[src/rtl/isoms_pkg.sv]
`timescale 1ns / 1ps
// ----------------------------------------------------------------------------
// isoms_pkg: shared types and constants for the timestamp converter
// Record passed from the character parser to the conversion sequencer,
// queue status, sequencer states and the small calendar tables.
// ----------------------------------------------------------------------------
package isoms_pkg;

    // text layout
    localparam logic [4:0] TEXT_LEN = 5'd24;
    localparam logic [4:0] LAST_POS = 5'd23;

    // field boundaries (first position after each field)
    localparam logic [4:0] YEAR_END   = 5'd4;
    localparam logic [4:0] MONTH_END  = 5'd7;
    localparam logic [4:0] DAY_END    = 5'd10;
    localparam logic [4:0] HOUR_END   = 5'd13;
    localparam logic [4:0] MINUTE_END = 5'd16;
    localparam logic [4:0] SECOND_END = 5'd19;

    // characters
    localparam logic [7:0] NO_SEP   = 8'h00;
    localparam logic [7:0] CH_DASH  = 8'h2D;
    localparam logic [7:0] CH_T     = 8'h54;
    localparam logic [7:0] CH_COLON = 8'h3A;
    localparam logic [7:0] CH_DOT   = 8'h2E;
    localparam logic [7:0] CH_Z     = 8'h5A;
    localparam logic [7:0] CH_ZERO  = 8'h30;
    localparam logic [7:0] CH_NINE  = 8'h39;

    // calendar and time constants
    localparam logic [13:0] MIN_YEAR      = 14'd1970;
    localparam logic [23:0] DAYS_PER_ERA  = 24'd146097;
    localparam logic [23:0] EPOCH_SHIFT   = 24'd719468;
    localparam logic [26:0] MS_PER_DAY    = 27'd86400000;
    localparam logic [28:0] MS_PER_HOUR   = 29'd3600000;
    localparam logic [28:0] MS_PER_MINUTE = 29'd60000;
    localparam logic [16:0] MS_PER_SECOND = 17'd1000;

    // reciprocals for division by constants
    localparam logic [17:0] K_DIV100   = 18'd167773;  // 2^24 / 100, rounded up
    localparam int          SH_DIV100  = 24;
    localparam logic [12:0] K_DIV400   = 13'd5243;    // 2^21 / 400, rounded up
    localparam int          SH_DIV400  = 21;
    localparam logic [14:0] K_YOE100   = 15'd41;      // 2^12 / 100, rounded up
    localparam int          SH_YOE100  = 12;

    // queue between parser and sequencer
    localparam int Q_DEPTH = 2;
    localparam int Q_AW    = $clog2(Q_DEPTH);

    typedef struct packed {
        logic        bad;
        logic [13:0] year;
        logic [6:0]  month;
        logic [6:0]  day;
        logic [6:0]  hour;
        logic [6:0]  minute;
        logic [6:0]  second;
        logic [9:0]  milli;
    } ts_rec_t;

    typedef struct packed {
        logic full;
        logic empty;
    } q_status_t;

    typedef enum logic [3:0] {
        BK_IDLE,
        BK_DIV100,
        BK_DIV400,
        BK_CHECK,
        BK_DOE,
        BK_DAYS,
        BK_DAYMS,
        BK_SUM,
        BK_DONE
    } bk_state_t;

    // separator expected at a position, NO_SEP where a digit belongs
    function automatic logic [7:0] sep_at(input logic [4:0] p);
        logic [7:0] s;
        unique case (p)
            5'd4, 5'd7:   s = CH_DASH;
            5'd10:        s = CH_T;
            5'd13, 5'd16: s = CH_COLON;
            5'd19:        s = CH_DOT;
            5'd23:        s = CH_Z;
            default:      s = NO_SEP;
        endcase
        return s;
    endfunction

    // days before a month, months counted from march
    function automatic logic [8:0] month_offset(input logic [3:0] mp);
        logic [8:0] o;
        unique case (mp)
            4'd0:    o = 9'd0;
            4'd1:    o = 9'd31;
            4'd2:    o = 9'd61;
            4'd3:    o = 9'd92;
            4'd4:    o = 9'd122;
            4'd5:    o = 9'd153;
            4'd6:    o = 9'd184;
            4'd7:    o = 9'd214;
            4'd8:    o = 9'd245;
            4'd9:    o = 9'd275;
            4'd10:   o = 9'd306;
            4'd11:   o = 9'd337;
            default: o = 9'd0;
        endcase
        return o;
    endfunction

    // length of a month, zero for a month outside 1..12
    function automatic logic [4:0] month_days(input logic [6:0] m, input logic leap);
        logic [4:0] n;
        unique case (m)
            7'd1, 7'd3, 7'd5, 7'd7, 7'd8, 7'd10, 7'd12: n = 5'd31;
            7'd4, 7'd6, 7'd9, 7'd11:                    n = 5'd30;
            7'd2:                                       n = leap ? 5'd29 : 5'd28;
            default:                                    n = 5'd0;
        endcase
        return n;
    endfunction

endpackage

[src/rtl/iso8601_timestamp_to_epoch_ms.sv]
`timescale 1ns / 1ps
// ----------------------------------------------------------------------------
// iso8601_timestamp_to_epoch_ms: UTC timestamp text to Unix milliseconds
// Parses YYYY-MM-DDTHH:MM:SS.mmmZ one character per transfer and returns a
// valid flag and the milliseconds since 1970-01-01 for each final character.
// ----------------------------------------------------------------------------
//
//  channel | signals                         | dir | transfer when
//  --------+---------------------------------+-----+--------------------------
//  input   | in_valid, char_code, last_char  | in  | in_valid && !in_stall
//          | in_stall                        | out |
//  output  | out_valid, valid_res, unix_ms   | out | out_valid && !out_stall
//          | out_stall                       | in  |
//
//  one character is taken per cycle while in_stall is low; in_stall rises only
//  while the record queue is full
//  each final character queues one record; the sequencer takes it from the
//  queue, runs 7 arithmetic steps and loads the result into the output
//  register
//  reset clears the parser position, accumulators, queue pointers, sequencer
//  state and the output valid flag
//  a stalled output holds its register; the sequencer waits in its last step
//  and the parser keeps taking characters until the queue fills
//
module iso8601_timestamp_to_epoch_ms
    import isoms_pkg::*;
(
    input  logic        clk,
    input  logic        rst_n,
    input  logic        in_valid,
    output logic        in_stall,
    input  logic [7:0]  char_code,
    input  logic        last_char,
    output logic        out_valid,
    input  logic        out_stall,
    output logic        valid_res,
    output logic [47:0] unix_ms
);

    // parser to queue
    q_status_t q_stat;
    logic      q_push;
    ts_rec_t   q_wr_rec;

    // queue to sequencer
    logic      q_pop;
    ts_rec_t   q_rd_rec;

    // front: position checks and decimal accumulation
    isoms_front u_front (
        .clk       (clk),
        .rst_n     (rst_n),
        .in_valid  (in_valid),
        .in_stall  (in_stall),
        .char_code (char_code),
        .last_char (last_char),
        .q_stat    (q_stat),
        .q_push    (q_push),
        .q_rec     (q_wr_rec)
    );

    // decouples the parser from the slower per-record conversion
    isoms_queue u_queue (
        .clk    (clk),
        .rst_n  (rst_n),
        .push   (q_push),
        .wr_rec (q_wr_rec),
        .pop    (q_pop),
        .rd_rec (q_rd_rec),
        .stat   (q_stat)
    );

    // back: range checks, days from civil date, milliseconds
    isoms_back u_back (
        .clk       (clk),
        .rst_n     (rst_n),
        .q_stat    (q_stat),
        .q_rec     (q_rd_rec),
        .q_pop     (q_pop),
        .out_valid (out_valid),
        .out_stall (out_stall),
        .valid_res (valid_res),
        .unix_ms   (unix_ms)
    );

`ifndef ASSERT_OFF
    // a final character is never taken while the queue has no room
    a_no_push_full: assert property (@(posedge clk) disable iff (!rst_n)
        q_push |-> !q_stat.full)
        else $error("record pushed into a full queue");

    // the sequencer only takes a record that is there
    a_no_pop_empty: assert property (@(posedge clk) disable iff (!rst_n)
        q_pop |-> !q_stat.empty)
        else $error("record popped from an empty queue");

    // an invalid timestamp always reports zero milliseconds
    a_zero_invalid: assert property (@(posedge clk) disable iff (!rst_n)
        (out_valid && !valid_res) |-> (unix_ms == 48'd0))
        else $error("invalid result with nonzero milliseconds");
`endif

endmodule

[src/rtl/isoms_front.sv]
`timescale 1ns / 1ps
// ----------------------------------------------------------------------------
// isoms_front: character parser
// Checks each character against its position, accumulates the decimal
// fields and pushes one record into the queue on the final character.
// ----------------------------------------------------------------------------
module isoms_front
    import isoms_pkg::*;
(
    input  logic       clk,
    input  logic       rst_n,
    input  logic       in_valid,
    output logic       in_stall,
    input  logic [7:0] char_code,
    input  logic       last_char,
    input  q_status_t  q_stat,
    output logic       q_push,
    output ts_rec_t    q_rec
);

    logic [4:0]  pos_reg, pos_next;
    logic [13:0] year_reg, year_next;
    logic [6:0]  month_reg, month_next;
    logic [6:0]  day_reg, day_next;
    logic [6:0]  hour_reg, hour_next;
    logic [6:0]  minute_reg, minute_next;
    logic [6:0]  second_reg, second_next;
    logic [9:0]  milli_reg, milli_next;
    logic        bad_reg, bad_next;

    logic        in_accept;
    logic [7:0]  sep;
    logic        is_digit;
    logic [3:0]  digit;
    logic        char_bad;

    assign in_stall  = q_stat.full;
    assign in_accept = in_valid && !in_stall;

    assign sep      = sep_at(pos_reg);
    assign is_digit = (char_code >= CH_ZERO) && (char_code <= CH_NINE);
    assign digit    = 4'(char_code - CH_ZERO);
    assign char_bad = (pos_reg >= TEXT_LEN) ||
                      ((sep != NO_SEP) ? (char_code != sep) : !is_digit);

    // the final separator never accumulates, so a good text is complete in the regs
    assign q_rec.bad    = bad_reg || char_bad || (pos_reg != LAST_POS);
    assign q_rec.year   = year_reg;
    assign q_rec.month  = month_reg;
    assign q_rec.day    = day_reg;
    assign q_rec.hour   = hour_reg;
    assign q_rec.minute = minute_reg;
    assign q_rec.second = second_reg;
    assign q_rec.milli  = milli_reg;
    assign q_push       = in_accept && last_char;

    always_comb
    begin
        pos_next    = pos_reg;
        year_next   = year_reg;
        month_next  = month_reg;
        day_next    = day_reg;
        hour_next   = hour_reg;
        minute_next = minute_reg;
        second_next = second_reg;
        milli_next  = milli_reg;
        bad_next    = bad_reg;
        if (in_accept)
        begin
            if (char_bad)
            begin
                bad_next = 1'b1;
            end
            if (pos_reg < TEXT_LEN)
            begin
                pos_next = pos_reg + 5'd1;
            end
            if (!char_bad && sep == NO_SEP)
            begin
                priority if (pos_reg < YEAR_END)
                    year_next = 14'(year_reg * 14'd10 + 14'(digit));
                else if (pos_reg < MONTH_END)
                    month_next = 7'(month_reg * 7'd10 + 7'(digit));
                else if (pos_reg < DAY_END)
                    day_next = 7'(day_reg * 7'd10 + 7'(digit));
                else if (pos_reg < HOUR_END)
                    hour_next = 7'(hour_reg * 7'd10 + 7'(digit));
                else if (pos_reg < MINUTE_END)
                    minute_next = 7'(minute_reg * 7'd10 + 7'(digit));
                else if (pos_reg < SECOND_END)
                    second_next = 7'(second_reg * 7'd10 + 7'(digit));
                else
                    milli_next = 10'(milli_reg * 10'd10 + 10'(digit));
            end
            // end of text: start over
            if (last_char)
            begin
                pos_next    = '0;
                year_next   = '0;
                month_next  = '0;
                day_next    = '0;
                hour_next   = '0;
                minute_next = '0;
                second_next = '0;
                milli_next  = '0;
                bad_next    = 1'b0;
            end
        end
    end

    always_ff @(posedge clk or negedge rst_n)
    begin
        if (!rst_n)
        begin
            pos_reg    <= '0;
            year_reg   <= '0;
            month_reg  <= '0;
            day_reg    <= '0;
            hour_reg   <= '0;
            minute_reg <= '0;
            second_reg <= '0;
            milli_reg  <= '0;
            bad_reg    <= 1'b0;
        end
        else
        begin
            pos_reg    <= pos_next;
            year_reg   <= year_next;
            month_reg  <= month_next;
            day_reg    <= day_next;
            hour_reg   <= hour_next;
            minute_reg <= minute_next;
            second_reg <= second_next;
            milli_reg  <= milli_next;
            bad_reg    <= bad_next;
        end
    end

endmodule

[src/rtl/isoms_queue.sv]
`timescale 1ns / 1ps
// ----------------------------------------------------------------------------
// isoms_queue: record queue
// Short first-in first-out buffer of parsed timestamps between the parser
// and the conversion sequencer.
// ----------------------------------------------------------------------------
module isoms_queue
    import isoms_pkg::*;
(
    input  logic      clk,
    input  logic      rst_n,
    input  logic      push,
    input  ts_rec_t   wr_rec,
    input  logic      pop,
    output ts_rec_t   rd_rec,
    output q_status_t stat
);

    ts_rec_t           mem_reg [Q_DEPTH];
    logic [Q_AW-1:0]   wr_ptr_reg, wr_ptr_next;
    logic [Q_AW-1:0]   rd_ptr_reg, rd_ptr_next;
    logic [Q_AW:0]     count_reg, count_next;

    assign stat.full  = (count_reg == (Q_AW+1)'(Q_DEPTH));
    assign stat.empty = (count_reg == '0);
    assign rd_rec     = mem_reg[rd_ptr_reg];

    always_comb
    begin
        wr_ptr_next = wr_ptr_reg;
        rd_ptr_next = rd_ptr_reg;
        count_next  = count_reg;
        if (push)
        begin
            wr_ptr_next = (wr_ptr_reg == Q_AW'(Q_DEPTH - 1)) ? '0 : wr_ptr_reg + 1'b1;
        end
        if (pop)
        begin
            rd_ptr_next = (rd_ptr_reg == Q_AW'(Q_DEPTH - 1)) ? '0 : rd_ptr_reg + 1'b1;
        end
        if (push && !pop)
            count_next = count_reg + (Q_AW+1)'(1);
        else if (pop && !push)
            count_next = count_reg - (Q_AW+1)'(1);
    end

    always_ff @(posedge clk or negedge rst_n)
    begin
        if (!rst_n)
        begin
            wr_ptr_reg <= '0;
            rd_ptr_reg <= '0;
            count_reg  <= '0;
        end
        else
        begin
            wr_ptr_reg <= wr_ptr_next;
            rd_ptr_reg <= rd_ptr_next;
            count_reg  <= count_next;
        end
    end

    always_ff @(posedge clk)
    begin
        if (push)
        begin
            mem_reg[wr_ptr_reg] <= wr_rec;
        end
    end

endmodule

[src/rtl/isoms_back.sv]
`timescale 1ns / 1ps
// ----------------------------------------------------------------------------
// isoms_back: conversion sequencer
// Takes one record at a time, checks the field ranges and builds the epoch
// milliseconds over a fixed sequence of steps into an output register.
// ----------------------------------------------------------------------------
module isoms_back
    import isoms_pkg::*;
(
    input  logic        clk,
    input  logic        rst_n,
    input  q_status_t   q_stat,
    input  ts_rec_t     q_rec,
    output logic        q_pop,
    output logic        out_valid,
    input  logic        out_stall,
    output logic        valid_res,
    output logic [47:0] unix_ms
);

    bk_state_t   state_reg, state_next;
    logic        out_valid_reg;
    logic        valid_res_reg;
    logic [47:0] unix_ms_reg;
    logic        out_free;
    logic        load_out;

    ts_rec_t     rec_reg;
    logic [13:0] yy_reg;
    logic [3:0]  mp_reg;
    logic [7:0]  q100_reg;
    logic [5:0]  era_reg;
    logic        leap_reg;
    logic        ok_reg;
    logic [8:0]  yoe_reg;
    logic [8:0]  doy_reg;
    logic [17:0] doe_reg;
    logic [21:0] days_reg;
    logic [26:0] hm_reg;
    logic [16:0] sms_reg;
    logic [47:0] dayms_reg;
    logic [47:0] total_reg;

    logic        r100_zero;
    logic [2:0]  yoe_c100;

    assign out_free = !out_valid_reg || !out_stall;

    // next state
    always_comb
    begin
        state_next = state_reg;
        unique case (state_reg)
            BK_IDLE:   if (!q_stat.empty) state_next = BK_DIV100;
            BK_DIV100: state_next = BK_DIV400;
            BK_DIV400: state_next = BK_CHECK;
            BK_CHECK:  state_next = BK_DOE;
            BK_DOE:    state_next = BK_DAYS;
            BK_DAYS:   state_next = BK_DAYMS;
            BK_DAYMS:  state_next = BK_SUM;
            BK_SUM:    state_next = BK_DONE;
            BK_DONE:   if (out_free) state_next = BK_IDLE;
            default:   state_next = BK_IDLE;
        endcase
    end

    // outputs
    always_comb
    begin
        q_pop    = 1'b0;
        load_out = 1'b0;
        unique case (state_reg)
            BK_IDLE: q_pop    = !q_stat.empty;
            BK_DONE: load_out = out_free;
            default:
            begin
                q_pop    = 1'b0;
                load_out = 1'b0;
            end
        endcase
    end

    always_ff @(posedge clk or negedge rst_n)
    begin
        if (!rst_n)
        begin
            state_reg     <= BK_IDLE;
            out_valid_reg <= 1'b0;
        end
        else
        begin
            state_reg <= state_next;
            if (load_out)
                out_valid_reg <= 1'b1;
            else if (!out_stall)
                out_valid_reg <= 1'b0;
        end
    end

    // year mod 100 from the quotient by 100, and year of era divided by 100
    assign r100_zero = (rec_reg.year == 14'(16'(q100_reg) * 16'd100));
    assign yoe_c100  = 3'((15'(yoe_reg) * K_YOE100) >> SH_YOE100);

    always_ff @(posedge clk)
    begin
        if (q_pop)
        begin
            rec_reg <= q_rec;
        end
        if (load_out)
        begin
            valid_res_reg <= ok_reg;
            unix_ms_reg   <= ok_reg ? total_reg : '0;
        end
        unique case (state_reg)
            BK_DIV100:
            begin
                q100_reg <= 8'((32'(rec_reg.year) * 32'(K_DIV100)) >> SH_DIV100);
                yy_reg   <= (rec_reg.month <= 7'd2) ? rec_reg.year - 14'd1 : rec_reg.year;
                mp_reg   <= (rec_reg.month > 7'd2) ? 4'(rec_reg.month - 7'd3)
                                                   : 4'(rec_reg.month + 7'd9);
            end
            BK_DIV400:
            begin
                era_reg  <= 6'((27'(yy_reg) * 27'(K_DIV400)) >> SH_DIV400);
                leap_reg <= (rec_reg.year[1:0] == 2'd0) && (!r100_zero || q100_reg[1:0] == 2'd0);
            end
            BK_CHECK:
            begin
                ok_reg  <= !rec_reg.bad && (rec_reg.year >= MIN_YEAR) &&
                           (rec_reg.month >= 7'd1) && (rec_reg.month <= 7'd12) &&
                           (rec_reg.day >= 7'd1) &&
                           (rec_reg.day <= 7'(month_days(rec_reg.month, leap_reg))) &&
                           (rec_reg.hour <= 7'd23) && (rec_reg.minute <= 7'd59) &&
                           (rec_reg.second <= 7'd59);
                yoe_reg <= 9'(yy_reg - 14'(15'(era_reg) * 15'd400));
                doy_reg <= 9'(month_offset(mp_reg) + 9'(rec_reg.day) - 9'd1);
            end
            BK_DOE:
            begin
                doe_reg <= 18'(18'(yoe_reg) * 18'd365 + 18'(yoe_reg >> 2) -
                               18'(yoe_c100) + 18'(doy_reg));
            end
            BK_DAYS:
            begin
                days_reg <= 22'(24'(era_reg) * DAYS_PER_ERA + 24'(doe_reg) - EPOCH_SHIFT);
                hm_reg   <= 27'(29'(rec_reg.hour) * MS_PER_HOUR +
                                29'(rec_reg.minute) * MS_PER_MINUTE);
            end
            BK_DAYMS:
            begin
                dayms_reg <= 48'(49'(days_reg) * 49'(MS_PER_DAY));
                sms_reg   <= 17'(17'(rec_reg.second) * MS_PER_SECOND + 17'(rec_reg.milli));
            end
            BK_SUM:
            begin
                total_reg <= dayms_reg + 48'(hm_reg) + 48'(sms_reg);
            end
            default:
            begin
            end
        endcase
    end

    assign out_valid = out_valid_reg;
    assign valid_res = valid_res_reg;
    assign unix_ms   = unix_ms_reg;

endmodule

[config.mk]
export PLATFORM = sky130hd
export DESIGN_NAME = iso8601_timestamp_to_epoch_ms
export DESIGN_NICKNAME = d
export VERILOG_FILES = /design/src/rtl/isoms_pkg.sv /design/src/rtl/iso8601_timestamp_to_epoch_ms.sv /design/src/rtl/isoms_front.sv /design/src/rtl/isoms_queue.sv /design/src/rtl/isoms_back.sv
export SDC_FILE = /design/constraint.sdc
export NUM_CORES = 2
export LEC_CHECK = 0
export ABC_AREA = 1
export BUFFER_PORTS_ARGS = -buffer_cell sky130_fd_sc_hd__buf_2
export CORE_MARGIN = 10
export CORE_UTILIZATION = 40
export CTS_BUF_LIST = sky130_fd_sc_hd__clkbuf_4
export CTS_CLUSTER_SIZE = 25
export DETAILED_ROUTE_END_ITERATION = 8
export PLACE_DENSITY_LB_ADDON = 0.15
export RECOVER_POWER = 50
export SLEW_MARGIN = 30
export SYNTH_ARGS = -nofsm -noshare
export SYNTH_HDL_FRONTEND = slang
export SYNTH_HIERARCHICAL = 1
export SYNTH_SLANG_ARGS = --single-unit
[constraint.sdc]
create_clock -name clk -period 13 [get_ports clk]
set_clock_uncertainty 0.05 [all_clocks]
set_input_delay 0.65 -clock clk [delete_from_list [all_inputs] [get_ports clk]]
set_output_delay 0.65 -clock clk [all_outputs]
set_load 0.005 [all_outputs]
* Word level (Yosys, flattened, before mapping)
Memory sizes are Yosys's and may differ from the RTL's. A register that Yosys moved wholly into a read port is not among the register bits.
Index checks and enable logic that the tools add are counted.
** Word-level totals
- Flip-flop bits (word level) :: 345
- Memory bits (writable) :: 120
- Memory bits (read-only) :: 144
- Logic and storage cells :: 265
- Memories :: 2
** Operators by class
- Add/sub/neg operators :: 28
- Multiply operators :: 18
- Magnitude comparators :: 20
- Equal/unequal tests :: 40
- Multiplexer cells :: 67
- Reductions and logical operators :: 60
** Memory list
- (name not given) :: depth 16, bits a word 9, rd ports 1, clocked after memory_dff 1, write ports 0, line isoms_pkg.sv:97 : unique case (mp)
- u_queue.mem_reg :: depth 2, bits a word 60, rd ports 1, clocked after memory_dff 1, write ports 1, line isoms_queue.sv:19 : ts_rec_t mem_reg [Q_DEPTH];
** Operators by type and width (number)
- $mux 7 :: 30
- $mux 10 :: 8
- $mux 14 :: 4
- $add 48x17->48 :: 1
- $add 48x27->48 :: 1
- $mul 22x17->38 const B :: 1
- $pmux 4 s9 :: 1
- $add 7x4->7 :: 5
- $eq 7x4->1 const B :: 5
- $mul 7x3->6 const B :: 5
- $pmux 7 s5 :: 1
- $mul 14x18->32 const B :: 1
- $eq 7x3->1 const B :: 4
- $add 27x23->27 :: 1
- $mul 14x13->27 const B :: 1
- $add 22x18->22 :: 1
- $mul 6x18->22 const B :: 1
- $sub 22x20->22 const B :: 1
- $mul 7x15->20 const B :: 1
- $reduce_bool 2->1 :: 10
- $add 18x7->18 :: 1
- $add 18x9->18 :: 1
- $mul 7x11->18 const B :: 1
- $mul 9x9->18 const B :: 1
- 73 further kinds :: 146

* Depth between registers and ports, before layout
- Depth after elaboration :: 10
- Mapped depth :: 34
- Mapped depth without buffers :: 34

* Cells and area by module
The synthesis kept the hierarchy.
** By module, submodules not included
- isoms_back :: times used 1, cells an instance 4485, area an instance 42281.8 µm², seq. area each 10094.7 µm²
- isoms_front :: times used 1, cells an instance 744, area an instance 5774.3 µm², seq. area each 1626.6 µm²
- isoms_queue :: times used 1, cells an instance 212, area an instance 4838.4 µm², seq. area each 3703.6 µm²

* Worst setup path before layout
No wires, ideal clock.
- Path kind :: flip-flop to flip-flop
- From :: reg u_back.state_reg[0]
- To :: reg u_queue.count_reg[1]
- Data arrival time :: 5.781 ns
- Setup slack :: 7.052 ns
- Cell stages (with the launch flop) :: 10
- Buffers on the path :: 0
- Path through :: dfrtp_1 -> nor2_1 -> inv_1 -> nor3_1 -> inv_1 -> ha_1 -> inv_1 -> nand3_1 -> nand2_1 -> nand2_1
** Between the ends
- Word-level cells in the longest chain between the ends :: 5
** Ends and longest elaborated chain
- from (decl) :: line isoms_back.sv:21 : bk_state_t state_reg, state_next;
- from (signal assigned) :: line isoms_back.sv:92 : state_reg <= state_next;
- $logic_not 4->1 * :: line isoms_back.sv:72 : unique case (state_reg)
- $mux 1 * :: line isoms_back.sv:72
- net q_pop :: line iso8601_timestamp_to_epoch_ms.sv:46 : logic q_pop;
- $logic_not 1->1 :: line isoms_queue.sv:41 : if (push && !pop)
- $logic_and 1x1->1 :: line isoms_queue.sv:41
- $mux 2 / $reduce_bool 2->1 (equally long branches)
- to (signal assigned) :: line isoms_queue.sv:59 : count_reg <= count_next;
- to (decl) :: line isoms_queue.sv:22 : logic [Q_AW:0] count_reg, count_next;
The timed path passes the listed nets; every way through them passes the cells marked *.
A chain may end at the register's enable or synchronous reset.

* Final worst setup path
- From :: reg u_back.yoe_reg[4]
- To :: reg u_back.doe_reg[12], data pin
** Between the ends
- Word-level cells in the longest chain between the ends :: 4
** Ends and longest elaborated chain
- from (decl) :: line isoms_back.sv:35 : logic [8:0] yoe_reg;
- from (signal assigned) :: line isoms_back.sv:136 : yoe_reg <= 9'(yy_reg - 14'(15'(era_reg) * 15'd400));
- $mul 9x9->18 :: line isoms_back.sv:141 : doe_reg <= 18'(18'(yoe_reg) * 18'd365 + 18'(yoe_reg >> 2) -
- $add 18x7->18 :: line isoms_back.sv:141
- $sub 18x3->18 * :: line isoms_back.sv:141
- $add 18x9->18 * :: line isoms_back.sv:142 : 18'(yoe_c100) + 18'(doy_reg));
- to (signal assigned) :: line isoms_back.sv:141
- to (decl) :: line isoms_back.sv:37 : logic [17:0] doe_reg;
Every way passes the cells marked *; elsewhere a longest branch is shown, timed or not.

==> qor.yml <==
grt_max_degree: 63
dieArea_um2: 147000
synth_ff_type: "edfxtp_1"
viasPerCell: 4.74
ios: 64
path_class: "reg2reg"
grt_usage_pct: 16.5
final_antenna_net_count: 0
cts_root_buffer: "clkbuf_4"
finalCritPeriodShare_pct: 50.6
ys_seq_elements: 529
async_flop_share_pct: 14.0
drc: 0
violations: "capacitance limit, slew limit"
fmax_mhz: 152
wirelength_mm: 119
yosysSeqAreaShare_pct: 29.2
cts_buffers: 151
cts_resized: 0
synth.distinct_cells: 73
finalHoldViolCount: 0
grt_pass1_wl_mm: 197
finalMaxSlewViolations: 434
vias: 35669
slowest_stage: "edfxtp_1"
synth_edf_count: 446
synth_area_um2: 52900
regArea_um2: 15400
num_rows: 133
worstPathRequired_ns: 13.75
routabilityCongestion: 0.864
drt_iter0_drc: 1546
grt_overflow: 0
fin_crit_ns: 6.58
largest_register_ffs: 120
endpoint_kind: "flop"
syn_area_per_cell_um2: 9.72
layout.nets: 6986
arrival_ns: 7.33
cts_tree: "yes"
grt_pass1_vias: 37312
maxCapViolations: 10
worstMarginPinSlew_ns: 3.65
cts_setup_buffers: 0
synthesis.nets: 6772
fin_setup_tns_ns: 0
critPathMaxStageDelay_ns: 0.63
status: "complete, but fails checks"
dr.pass1.iters: 5
port_buffers: 63
synth_warnings: 6
antenna_found_initial: 3
detail_route.wl_per_cell_um: 15.9
setup_viol: 0
nFillCells: 13026
cpMostUsedCell: "inv_1"
insertion_delay_ns: 1.09
htree_levels: 4
die_w_um: 384
clockBufferDepth: 3
dp_hpwl_mm: 98.2
path_max_fanout: 10
synthToLayoutAreaGrowth_pct: 8.15
synthCells: 5441
multi_input_area_um2: 32900
start_util_pct: 40.2
clkTransAtPathRegs_ns: 0.06
cp-start-kind: "flop"
fp.dieH_um: 384
cts.sinks: 529
relSlewSlack_pct: -143
hp-class: "in2reg"
layout-drive-gt1-share_pct: 8.04
rsz0062_at_grt: "false"
core_area_um2: 131000
layout make-up:
type | count | share of cell area [%]
Clock buffer | 217 | 2.85
Multi-Input combinational cell | 3741 | 57.4
Tap cell | 1755 | 3.84
Sequential cell | 529 | 27.0
Antenna cell | 4 | 0.0175
Timing Repair Buffer | 88 | 0.840
Clock inverter | 51 | 0.523
Inverter | 1144 | 7.53
cells in the final DEF, fill, tap and decap left out, types with 17 or more instances in the layout:
| cell | instances |
|---|---|
| a21o_1 | 23 |
| a21oi_1 | 258 |
| a31oi_1 | 21 |
| buf_2 | 62 |
| clkbuf_4 | 217 |
| clkinv_1 | 26 |
| dfrtp_1 | 74 |
| edfxtp_1 | 446 |
| fa_1 | 450 |
| ha_1 | 868 |
| inv_1 | 1129 |
| mux2_1 | 22 |
| mux2_4 | 37 |
| nand2_1 | 846 |
| nand2_2 | 17 |
| nand3_1 | 209 |
| nand4_1 | 42 |
| nor2_1 | 286 |
| nor3_1 | 59 |
| o21ai_0 | 150 |
| o21ai_2 | 24 |
| o21bai_1 | 26 |
| xnor2_1 | 100 |
| xor2_1 | 159 |
path summary, 6_finish.rpt:
kind | from | end | slack (ns) | depth (start not counted)
max | u_back/yoe_reg[4]$_DFFE_PP_ | u_back/doe_reg[12]$_DFFE_PP_ | 6.42 | 33
min | char_code[6] | u_queue/mem_reg[1][59]$_DFFE_PP_ | 0.16 | 7
max reg2reg | u_back/yoe_reg[4]$_DFFE_PP_ | u_back/doe_reg[12]$_DFFE_PP_ | 6.42 | 33
min reg2reg | u_back/sms_reg[1]$_DFFE_PN_ | u_back/total_reg[1]$_DFFE_PP_ | 0.37 | 0
max in group asynchronous | rst_n | u_back/out_valid$_DFFE_PN0P_ | 9.18 | 4
min in group asynchronous | rst_n | u_front/year_reg[9]$_DFFE_PN0P_ | 1.38 | 4
synthesized netlist by cell type (5+ instances only):
master    instances  area, um^2
a21oi_1         258        1290
o21ai_0         150         751
dfxtp_1           9         180
o21ai_1          14        70.1
or2_2            16         100
o211ai_1          8        60.1
o21ai_2          24         210
mux2_4           59         886
nor2_2            5        31.3
a31oi_1          21         131
o31ai_1           8        60.1
ha_1            868       10900
nor2_1          290        1090
nor2_4            8        90.1
clkbuf_1          8        30.0
xnor2_1         100         876
inv_2             7        26.3
inv_1          1130        4240
buf_12            6         120
o21a_1            5        37.5
nand3_1         209        1050
dfrtp_1          74        1850
nand2_4           5        56.3
nand4_1          42         263
xor2_1          159        1390
nand3b_1         12        90.1
fa_1            450        9010
a21o_1           23         173
nand2_2          19         119
nor3_1           60         300
o21bai_1         26         195
nor4_1            9        56.3
edfxtp_1        446       13400
nand2_1         844        3170
metal layers:
layer / share of wire, % / vias up / global-route usage [%]
met2: 48 / 426 / 28.0
met3: 2.9 / 145 / 2.36
met5: 0.010 / - / 0
met1: 47 / 16843 / 21.9
li1: - / 18253 / -
met4: 1.9 / 2 / 4.69
kinds of logic (layout without fill, tap and decap cells):
family / after synthesis / count (layout) / share of synthesized area [%]
muxes: 60 / 60 / 1.70
DFF: 529 / 529 / 29.2
AOI/OAI and AO/OA: 565 / 565 / 6.11
xor gates and xnor gates: 261 / 261 / 4.37
and+or+nand+nor: 1537 / 1537 / 12.5
adders and majority gates: 1318 / 1318 / 37.6
buffers and inverters: 1171 / 1500 / 8.62
other: 0 / 4 / 0
through the flow:
stage | cells | worst slack [ns] | hold WS [ns] | util (%) | instance area [um^2]
finish | 7529 | 6.42 | 0.163 | 43.5 | 57200
global route | 7529 | 5.88 | 0.123 | 43.5 | 57200
CTS | 7525 | 6.40 | 0.00843 | 43.6 | 57400
detailed placement | 7248 | 6.43 | 0.355 | 42.1 | 55300
global placement | 7248 | 6.42 | 0.361 | 42.1 | 55300
floorplan | 5441 | 7.05 | 0.304 | - | 52900
timing repair:
action,in CTS,in global routing
endpoints found under the hold margin,86,0
hold buffers,9,0
endpoints found under the setup margin,0,0
worst max-delay path, delay by kind of cell (launching register included):
family | cells | cell delay (ns)
XOR/XNOR | 1 | 0.15
AO/OA/AOI/OAI | 5 | 0.88
AND/OR/NAND/NOR | 6 | 0.60
flip-flops | 1 | 0.63
adder cells (fa/ha/maj) | 10 | 3.36
buffers and inverters | 11 | 0.61
Power is left out: the tool's default activity adds up to more than one toggle a clock period on the data nets, which glitch-free logic cannot reach.
